[config.mk]
export PLATFORM = sky130hd
export DESIGN_NAME = iq_downconverter_cic_decimator
export DESIGN_NICKNAME = d
export VERILOG_FILES = /design/src/rtl/core/iqddc_pkg.sv /design/src/rtl/core/iqddc_front.sv /design/src/rtl/core/iqddc_fifo.sv /design/src/rtl/core/iqddc_back.sv /design/src/rtl/core/iq_downconverter_cic_decimator.sv
export SDC_FILE = /design/constraint.sdc
export NUM_CORES = 2
export LEC_CHECK = 0
export ABC_AREA = 1
export BUFFER_PORTS_ARGS = -buffer_cell sky130_fd_sc_hd__buf_2
export CAP_MARGIN = 20
export CORE_MARGIN = 2
export CORE_UTILIZATION = 50
export DETAILED_ROUTE_END_ITERATION = 7
export GPL_ROUTABILITY_DRIVEN = 0
export PLACE_DENSITY = 0.66
export SETUP_SLACK_MARGIN = 0.1
export SYNTH_ARGS = -nofsm -noshare
export SYNTH_HDL_FRONTEND = slang
export SYNTH_SLANG_ARGS = --single-unit
export TNS_END_PERCENT = 100
[constraint.sdc]
create_clock -name clk -period 17 [get_ports clk]
set_input_delay 0.85 -clock clk [delete_from_list [all_inputs] [get_ports clk]]
set_output_delay 0.85 -clock clk [all_outputs]
set_load 0.01 [all_outputs]
[src/rtl/core/iqddc_pkg.sv]
`timescale 1ns / 1ps

package iqddc_pkg;

	localparam int TABLE_DEPTH = 1024;
	localparam int IDX_W       = 10;
	localparam int QTR         = TABLE_DEPTH / 4;
	localparam int QTR_W       = 8;
	localparam int DC_SHIFT    = 7;
	localparam int DC_W        = 20;
	localparam int ADC_W       = 12;
	localparam int S_W         = 14;
	localparam int TRIG_W      = 16;
	localparam int MAG_W       = 15;
	localparam int PROD_W      = 30;
	localparam int ROT_SHIFT   = 15;
	localparam int ROT_W       = 15;
	localparam int INTEG_W     = 18;
	localparam int OUT_W       = 15;
	localparam int PHASE_W     = 32;
	localparam int FIFO_DEPTH  = 4;
	localparam int FIFO_PTR_W  = 2;
	localparam int FIFO_CNT_W  = 3;

	localparam int APB_ADDR_W  = 3;
	localparam int APB_DATA_W  = 32;
	localparam logic REG_TUNING_WORD = 1'b0;
	localparam logic [PHASE_W-1:0] TUNING_RST = 32'h4000_0000;

	localparam logic signed [OUT_W-1:0] OUT_MAX = 15'sh3fff;
	localparam logic signed [OUT_W-1:0] OUT_MIN = 15'sh4000;

	localparam longint HALF_PI_Q30 = 64'sd1686629713;
	localparam longint ONE_Q30     = 64'sd1073741824;

	typedef logic [MAG_W-1:0] qsin_tab_t [QTR];

	typedef struct packed {
		logic signed [S_W-1:0] s;
		logic                  odd;
		logic [IDX_W-1:0]      idx;
	} item_t;

	// truncating divide by a positive divisor, shift and subtract, table build only
	function automatic longint div_trunc(input longint a, input longint b);
		logic [63:0] num;
		logic [63:0] den;
		logic [63:0] quo;
		logic [63:0] rem;
		num = (a < 0) ? 64'(-a) : 64'(a);
		den = 64'(b);
		quo = '0;
		rem = '0;
		for (int k = 63; k >= 0; k--) begin
			rem = {rem[62:0], num[k]};
			if (rem >= den) begin
				rem = rem - den;
				quo[k] = 1'b1;
			end
		end
		return (a < 0) ? -longint'(quo) : longint'(quo);
	endfunction

	// round(32767 * sin(m / TABLE_DEPTH * pi/2)), Q30 taylor series, elaboration only
	function automatic logic [MAG_W-1:0] quarter_sine(input longint m);
		longint x;
		longint x2;
		longint term;
		longint sum;
		longint n;
		x = (m * HALF_PI_Q30 + TABLE_DEPTH / 2) / TABLE_DEPTH;
		x2 = (x * x) >>> 30;
		term = x;
		sum = x;
		for (n = 1; n < 20 && term != 0; n++) begin
			term = div_trunc(-(term * x2 / ONE_Q30), (2 * n) * (2 * n + 1));
			sum = sum + term;
		end
		if (sum < 0) begin
			sum = 0;
		end
		return MAG_W'((sum * 32767 + (ONE_Q30 / 2)) >>> 30);
	endfunction

	function automatic qsin_tab_t build_qsin();
		qsin_tab_t t;
		for (int j = 0; j < QTR; j++) begin
			t[j] = quarter_sine(longint'(4 * j));
		end
		return t;
	endfunction

	localparam qsin_tab_t QSIN = build_qsin();
	localparam logic [MAG_W-1:0] QSIN_PEAK = quarter_sine(longint'(TABLE_DEPTH));

	// full-wave sine from the quarter-wave table
	function automatic logic signed [TRIG_W-1:0] sine_lookup(input logic [IDX_W-1:0] idx);
		logic [1:0]       quad;
		logic [QTR_W-1:0] j;
		logic [MAG_W-1:0] mag;
		logic signed [TRIG_W-1:0] v;
		quad = idx[IDX_W-1 -: 2];
		j = idx[QTR_W-1:0];
		if (!quad[0]) begin
			mag = QSIN[j];
		end else if (j == '0) begin
			mag = QSIN_PEAK;
		end else begin
			mag = QSIN[QTR_W'(~j + 1'b1)];
		end
		v = signed'({1'b0, mag});
		return quad[1] ? -v : v;
	endfunction

	function automatic logic signed [OUT_W-1:0] sat_out(input logic signed [INTEG_W-1:0] d);
		logic [INTEG_W-OUT_W:0] top;
		top = d[INTEG_W-1:OUT_W-1];
		if (top == '0 || top == '1) begin
			return d[OUT_W-1:0];
		end else if (d[INTEG_W-1]) begin
			return OUT_MIN;
		end else begin
			return OUT_MAX;
		end
	endfunction

endpackage

[src/rtl/core/iqddc_front.sv]
`timescale 1ns / 1ps

module iqddc_front (
	input  logic                            clk,
	input  logic                            arst_n,
	input  logic                            in_valid,
	output logic                            in_ready,
	input  logic [iqddc_pkg::ADC_W-1:0]     adc_sample,
	input  logic [iqddc_pkg::PHASE_W-1:0]   tuning_word,
	input  logic                            fifo_full,
	output logic                            push,
	output iqddc_pkg::item_t                item
);
	import iqddc_pkg::*;

	logic signed [DC_W-1:0]  dc_q;
	logic [PHASE_W-1:0]      phase_q;
	logic                    odd_q;
	logic signed [ADC_W-1:0] raw;
	logic signed [DC_W-1:0]  dc_next;
	logic signed [DC_W-1:0]  dc_shr;

	assign in_ready = !fifo_full;
	assign push     = in_valid && in_ready;

	// offset binary to two's complement is an msb flip
	assign raw     = signed'({~adc_sample[ADC_W-1], adc_sample[ADC_W-2:0]});
	assign dc_next = dc_q + DC_W'(raw) - (dc_q >>> DC_SHIFT);
	assign dc_shr  = dc_next >>> DC_SHIFT;

	always_comb begin
		item.s   = S_W'(raw) - S_W'(dc_shr);
		item.odd = odd_q;
		item.idx = phase_q[PHASE_W-1 -: IDX_W];
	end

	always_ff @(posedge clk or negedge arst_n) begin
		if (!arst_n) begin
			dc_q    <= '0;
			phase_q <= '0;
			odd_q   <= 1'b0;
		end else if (push) begin
			dc_q    <= dc_next;
			phase_q <= phase_q + tuning_word;
			odd_q   <= !odd_q;
		end
	end

endmodule

[src/rtl/core/iqddc_fifo.sv]
`timescale 1ns / 1ps

module iqddc_fifo (
	input  logic              clk,
	input  logic              arst_n,
	input  logic              push,
	input  iqddc_pkg::item_t  wr_item,
	output logic              full,
	input  logic              pop,
	output logic              not_empty,
	output iqddc_pkg::item_t  rd_item
);
	import iqddc_pkg::*;

	item_t                 mem_q [FIFO_DEPTH];
	logic [FIFO_PTR_W-1:0] wr_ptr_q;
	logic [FIFO_PTR_W-1:0] rd_ptr_q;
	logic [FIFO_CNT_W-1:0] cnt_q;

	assign full      = cnt_q == FIFO_CNT_W'(FIFO_DEPTH);
	assign not_empty = cnt_q != '0;
	assign rd_item   = mem_q[rd_ptr_q];

	always_ff @(posedge clk) begin
		if (push) begin
			mem_q[wr_ptr_q] <= wr_item;
		end
	end

	always_ff @(posedge clk or negedge arst_n) begin
		if (!arst_n) begin
			wr_ptr_q <= '0;
			rd_ptr_q <= '0;
			cnt_q    <= '0;
		end else begin
			if (push) begin
				wr_ptr_q <= wr_ptr_q + 1'b1;
			end
			if (pop) begin
				rd_ptr_q <= rd_ptr_q + 1'b1;
			end
			if (push && !pop) begin
				cnt_q <= cnt_q + 1'b1;
			end else if (pop && !push) begin
				cnt_q <= cnt_q - 1'b1;
			end
		end
	end

endmodule

[src/rtl/core/iqddc_back.sv]
`timescale 1ns / 1ps

module iqddc_back #(
	parameter int DECIMATION = 4
) (
	input  logic                                  clk,
	input  logic                                  arst_n,
	input  logic                                  fifo_valid,
	input  iqddc_pkg::item_t                      head,
	output logic                                  pop,
	output logic                                  out_valid,
	input  logic                                  out_ready,
	output logic signed [iqddc_pkg::OUT_W-1:0]    i_out,
	output logic signed [iqddc_pkg::OUT_W-1:0]    q_out
);
	import iqddc_pkg::*;

	localparam int CW = (DECIMATION > 2) ? $clog2(DECIMATION) : 1;

	logic                      en;
	logic                      v_s1;
	logic                      v_s2;
	logic                      odd_s1;
	logic                      odd_s2;
	logic signed [S_W-1:0]     s_s1;
	logic signed [TRIG_W-1:0]  sin_s1;
	logic signed [TRIG_W-1:0]  cos_s1;
	logic signed [PROD_W-1:0]  pc_s2;
	logic signed [PROD_W-1:0]  ps_s2;
	logic signed [PROD_W-1:0]  neg_ps;
	logic signed [ROT_W-1:0]   ri;
	logic signed [ROT_W-1:0]   rq;
	logic signed [INTEG_W-1:0] integ_i_q;
	logic signed [INTEG_W-1:0] integ_q_q;
	logic signed [INTEG_W-1:0] prev_i_q;
	logic signed [INTEG_W-1:0] prev_q_q;
	logic signed [INTEG_W-1:0] integ_i_n;
	logic signed [INTEG_W-1:0] integ_q_n;
	logic [CW-1:0]             cnt_q;
	logic                      last;
	logic                      emit;
	logic                      out_valid_q;
	logic signed [OUT_W-1:0]   i_q;
	logic signed [OUT_W-1:0]   q_q;

	// whole back end holds while a finished beat waits at the output
	assign en  = !out_valid_q || out_ready;
	assign pop = en && fifo_valid;

	// mixing against exp(-j*phase) with one of i/q zero
	assign neg_ps    = -ps_s2;
	assign ri        = odd_s2 ? ROT_W'(ps_s2 >>> ROT_SHIFT) : ROT_W'(pc_s2 >>> ROT_SHIFT);
	assign rq        = odd_s2 ? ROT_W'(pc_s2 >>> ROT_SHIFT) : ROT_W'(neg_ps >>> ROT_SHIFT);
	assign integ_i_n = integ_i_q + INTEG_W'(ri);
	assign integ_q_n = integ_q_q + INTEG_W'(rq);
	assign last      = cnt_q == CW'(DECIMATION - 1);
	assign emit      = v_s2 && last;

	always_ff @(posedge clk) begin
		if (en) begin
			s_s1   <= head.s;
			odd_s1 <= head.odd;
			sin_s1 <= sine_lookup(head.idx);
			cos_s1 <= sine_lookup(head.idx + IDX_W'(QTR));
			odd_s2 <= odd_s1;
			pc_s2  <= PROD_W'(s_s1) * PROD_W'(cos_s1);
			ps_s2  <= PROD_W'(s_s1) * PROD_W'(sin_s1);
			if (emit) begin
				i_q <= sat_out(integ_i_n - prev_i_q);
				q_q <= sat_out(integ_q_n - prev_q_q);
			end
		end
	end

	always_ff @(posedge clk or negedge arst_n) begin
		if (!arst_n) begin
			v_s1        <= 1'b0;
			v_s2        <= 1'b0;
			out_valid_q <= 1'b0;
			cnt_q       <= '0;
			integ_i_q   <= '0;
			integ_q_q   <= '0;
			prev_i_q    <= '0;
			prev_q_q    <= '0;
		end else if (en) begin
			v_s1        <= pop;
			v_s2        <= v_s1;
			out_valid_q <= emit;
			if (v_s2) begin
				integ_i_q <= integ_i_n;
				integ_q_q <= integ_q_n;
				cnt_q     <= last ? '0 : cnt_q + 1'b1;
				if (last) begin
					prev_i_q <= integ_i_n;
					prev_q_q <= integ_q_n;
				end
			end
		end
	end

	assign out_valid = out_valid_q;
	assign i_out     = i_q;
	assign q_out     = q_q;

endmodule

[src/rtl/core/iq_downconverter_cic_decimator.sv]
`timescale 1ns / 1ps

// iq down-converter: 12-bit offset-binary adc samples, alternately i then q, go through
// dc removal (leaky integrator, shift 7), rotation by a 32-bit nco over a quarter-wave
// q15 sine table, and a first-order cic that gives one complex beat every DECIMATION
// accepted samples. one sample per clock is taken sustained while no result beat is held. an
// accepted sample is classified in the front (dc removal, i/q slot, nco phase) in its accept
// cycle and queued in a 4-beat queue; the back end takes the table read, the multiply and the
// integrate/comb in three register stages, so a result beat is registered once the sample
// that completes it has passed the table read and multiply. only a held result beat stops the
// back end; the queue then fills and in_ready drops. tuning_word sits at byte address 0 of the
// apb port, resets to 0x40000000 and should be written only while the block is idle.
module iq_downconverter_cic_decimator #(
	parameter int DECIMATION = 4
) (
	input  logic                                clk,
	input  logic                                arst_n,
	input  logic                                psel,
	input  logic                                penable,
	input  logic                                pwrite,
	input  logic [iqddc_pkg::APB_ADDR_W-1:0]    paddr,
	input  logic [iqddc_pkg::APB_DATA_W-1:0]    pwdata,
	output logic [iqddc_pkg::APB_DATA_W-1:0]    prdata,
	output logic                                pready,
	input  logic                                in_valid,
	output logic                                in_ready,
	input  logic [iqddc_pkg::ADC_W-1:0]         adc_sample,
	output logic                                out_valid,
	input  logic                                out_ready,
	output logic signed [iqddc_pkg::OUT_W-1:0]  i_out,
	output logic signed [iqddc_pkg::OUT_W-1:0]  q_out
);
	import iqddc_pkg::*;

	logic [PHASE_W-1:0] tuning_q;
	logic               reg_sel;
	logic               fifo_full;
	logic               fifo_not_empty;
	logic               push;
	logic               pop;
	item_t              wr_item;
	item_t              head;

	assign pready  = 1'b1;
	assign reg_sel = paddr[APB_ADDR_W-1] == REG_TUNING_WORD;
	assign prdata  = reg_sel ? tuning_q : '0;

	always_ff @(posedge clk or negedge arst_n) begin
		if (!arst_n) begin
			tuning_q <= TUNING_RST;
		end else if (psel && penable && pwrite && pready && reg_sel) begin
			tuning_q <= pwdata;
		end
	end

	iqddc_front u_front (
		.clk         (clk),
		.arst_n      (arst_n),
		.in_valid    (in_valid),
		.in_ready    (in_ready),
		.adc_sample  (adc_sample),
		.tuning_word (tuning_q),
		.fifo_full   (fifo_full),
		.push        (push),
		.item        (wr_item)
	);

	iqddc_fifo u_fifo (
		.clk       (clk),
		.arst_n    (arst_n),
		.push      (push),
		.wr_item   (wr_item),
		.full      (fifo_full),
		.pop       (pop),
		.not_empty (fifo_not_empty),
		.rd_item   (head)
	);

	iqddc_back #(
		.DECIMATION (DECIMATION)
	) u_back (
		.clk        (clk),
		.arst_n     (arst_n),
		.fifo_valid (fifo_not_empty),
		.head       (head),
		.pop        (pop),
		.out_valid  (out_valid),
		.out_ready  (out_ready),
		.i_out      (i_out),
		.q_out      (q_out)
	);

endmodule
==> flow_summary.yaml <==
critical_path:
  rr_worst_depth: 18
  slowest_stage: "edfxtp_1"
  cp-start-kind: "flip-flop"
  crit_chain: "nand2_1 > fa_1 > fa_1 > inv_1 > fa_1 > fa_1 > fa_1 > inv_1 > fa_1 > inv_1 > ha_1 > nand2_1 > or4_1 > o21ai_0 > a31oi_1 > o221ai_1 > a31oi_1 > xor2_1"
  rrSetupSlack_ns: 9.74
  path_class: "flip-flop to flip-flop"
  critPathMaxStageDelay_ns: 0.83
  worstReg2RegEnd: "u_back.pc_s2[29]"
  cp-end-kind: "flip-flop"
  cp_data_arrival_time_ns: 7.62
  cp_max_fo: 14
  required_ns: 17.36
  worstReg2RegStart: "u_back.cos_s1[7]"
  crit_top_cell: "fa_1"
global_route:
  use_met1_pct: 35.9
  busiest_layer: "met2"
  grt_overflow_total: 0
  antenna_found_initial: 0
  met2_usage_pct: 44.7
  track_usage_pct: 27.5
  use_met3_pct: 5.21
  grt_pass1_vias: 39900
  grt_max_degree: 91
  grt_pass1_wl_um: 210000
logic_synthesis:
  ys_types: 61
  syn_avg_cell_area_sq_um: 7.56
  yosysTopAreaCell: "fa_1"
  synthesis.area_sq_mm: 0.0467
  synth_edf_count: 223
  synth-seq-cells: 392
  ys_seq_area_share_pct: 23.4
  synth_fp_nets: 7010
  async_flop_share_pct: 43.1
  synthTopCellsByArea: "fa_1, edfxtp_1, nand2_1"
  ys.flop_type: "edfxtp_1"
  syn_inst: 6171
  ys_warn_count: 0
  yosysTopAreaCellShare_pct: 19.9
cells_and_area:
  most-common-layout-cells: "nand2_1, inv_1, fa_1"
  antenna_cells: 0
  layout_commonest_cell: "nand2_1"
  fin_nets: 6977
  drive_gt1_share_pct: 5.67
  area_growth_pct: 6.34
  fill_cells: 8880
floorplan:
  die_h_um: 309
  dieArea_sq_mm: 0.0958
  initial_core_util_pct: 50.2
  fp.coreArea_sq_mm: 0.0929
  dieWidth_um: 309
  fp-row-count: 112
  num_io_pins: 119
sta:
  tns_ns: 0
  setup_viol: 0
  rsz0062_at_grt: "no"
  fin_crit_sh_pct: 42.7
  slew_headroom_pct: 21.0
  fin_crit_ns: 7.26
  finalHoldViolCount: 0
  finalMaxSlewViolations: 0
  worst_pin_slew_ns: 1.18
  finalWorstSetupSlack_ns: 9.74
  max_freq_ghz: 0.138
  fin_worst_skew_ns: 0.0276
status:
  failed_checks: "design-rule violations"
  status: "complete, but fails checks"
placed_design:
  port_buffers: 115
  dpl.hpwl_um: 95700
  detailedPlace.worstSlack_ns: 9.86
clock_network:
  clock_path_buffers: 3
  clk-insertion-delay-late_ns: 0.63
  cts_inserted_buffers: 46
  cts-root-buf: "clkbuf_16"
  htreeDepth: 2
  cts_tree: "built"
  clk_pin_slew_worst_paths_ns: 0.06
  cts-hold-fix-buffers: 0
  cts_resized: 0
  post_cts_buffers: 0
  numClockSinks: 392
route:
  dr_total_vias: 40900
  via_per_inst: 5.51
  avgRoutedWirePerCell_um: 17.5
  drtAntennaViolNets: 0
  drc: 70
  drtIter0Drc: 4850
  wirelength_um: 130000
  firstDrtPassIters: 8
flow_run:
  maxCapViolCount: 0
min_path:
  hold_path_class: "primary input to asynchronous set/reset pin"
cell usage after synthesis, types with 74 or more instances:
master and n:
xnor2_1 74, dfrtp_1 168, xor2_1 118, nand2_1 1685
ha_1 322, nand3_1 380, edfxtp_1 223, inv_1 1103
nor2_1 346, clkbuf_1 145, fa_1 463, a21oi_1 285
o21ai_0 336
worst max-delay path by stage:
stage,from,endpoint,slack [ns],cells after the start
finish,u_back.cos_s1[7],u_back.pc_s2[29],9.74,18
global route,u_back.cos_s1[7],u_back.pc_s2[29],9.63,18
CTS,u_back.cos_s1[7],u_back.pc_s2[29],9.87,18
detailed placement,u_back.cos_s1[7],u_back.pc_s2[29],9.86,18
global placement,u_back.cos_s1[7],u_back.pc_s2[29],9.89,18
floorplan,u_back.s_s1[2],u_back.ps_s2[27],10.89,28
critical path: cells and delay by family (launching register included):
family                   cells  cell delay, ns
AO/OA/AOI/OAI                4            1.73
XOR/XNOR                     1            0.17
adder cells (fa/ha/maj)      7            3.36
buffers and inverters        3            0.14
flip-flops                   1            0.83
AND/OR/NAND/NOR              3            0.78
cells by family (layout without fill, tap and decap cells):
kind of cell               after synthesis  count (layout)  share of synthesized area [%]
other                                    1               1                        0.00804
and+or+nand+nor                       2575            2575                           22.8
muxes                                    1               1                         0.0241
adders and majority gates              785             785                           28.5
xor gates and xnor gates               192             192                           3.60
buffers and inverters                 1371            1375                           11.6
DFF                                    392             392                           23.4
AOI/OAI and AO/OA                      854             854                           10.1
per-stage QoR:
| stage | std cells | cell area [sq um] | utilization (%) | hold slack, ns |
|---|---|---|---|---|
| floorplan | 6171 | 46700 | - | 0.400 |
| finish | 7429 | 49600 | 53.4 | 0.244 |
| CTS | 7428 | 49600 | 53.4 | 0.259 |
| global route | 7429 | 49600 | 53.4 | 0.287 |
| detailed placement | 7343 | 48000 | 51.7 | 0.412 |
| global placement | 7342 | 48000 | 51.7 | 0.405 |
metal layers:
layer	up-vias	share of wire [%]	wire, um
met1	19200	41	52900
met5	-	0	0
li1	19300	-	-
met4	0	4.8	6260
met2	1895	45	59000
met3	494	9.0	11700
area by class of cell:
type | instances | area [sq um] | area share [%]
Sequential cell | 392 | 10900 | 22.0
Tap cell | 1254 | 1570 | 3.16
Timing Repair Buffer | 165 | 957 | 1.93
Inverter | 1125 | 4230 | 8.52
Multi-Input combinational cell | 4408 | 30400 | 61.2
Clock buffer | 55 | 1190 | 2.41
Clock inverter | 30 | 379 | 0.764
flip-flops by register name (all words and copies together) (netlist names), 2 cells and up:
register and count:
u_back.prev_q_q 18, u_back.s_s1 14, u_back.integ_q_q 18, tuning_q 32
u_back.integ_i_q 18, u_back.cos_s1 16, u_back.q_out 15, u_fifo.wr_ptr_q 2
u_back.ps_s2 30, u_back.cnt_q 2, u_back.sin_s1 16, u_front.dc_q 20
u_front.phase_q 32, u_back.prev_i_q 18, u_back.i_out 15, u_back.pc_s2 15
u_fifo.cnt_q 3, u_fifo.rd_ptr_q 2, u_fifo.mem_q 100
Power is not shown: default switching activity piles up to over one toggle a cycle in this logic, so the estimate is an artifact.
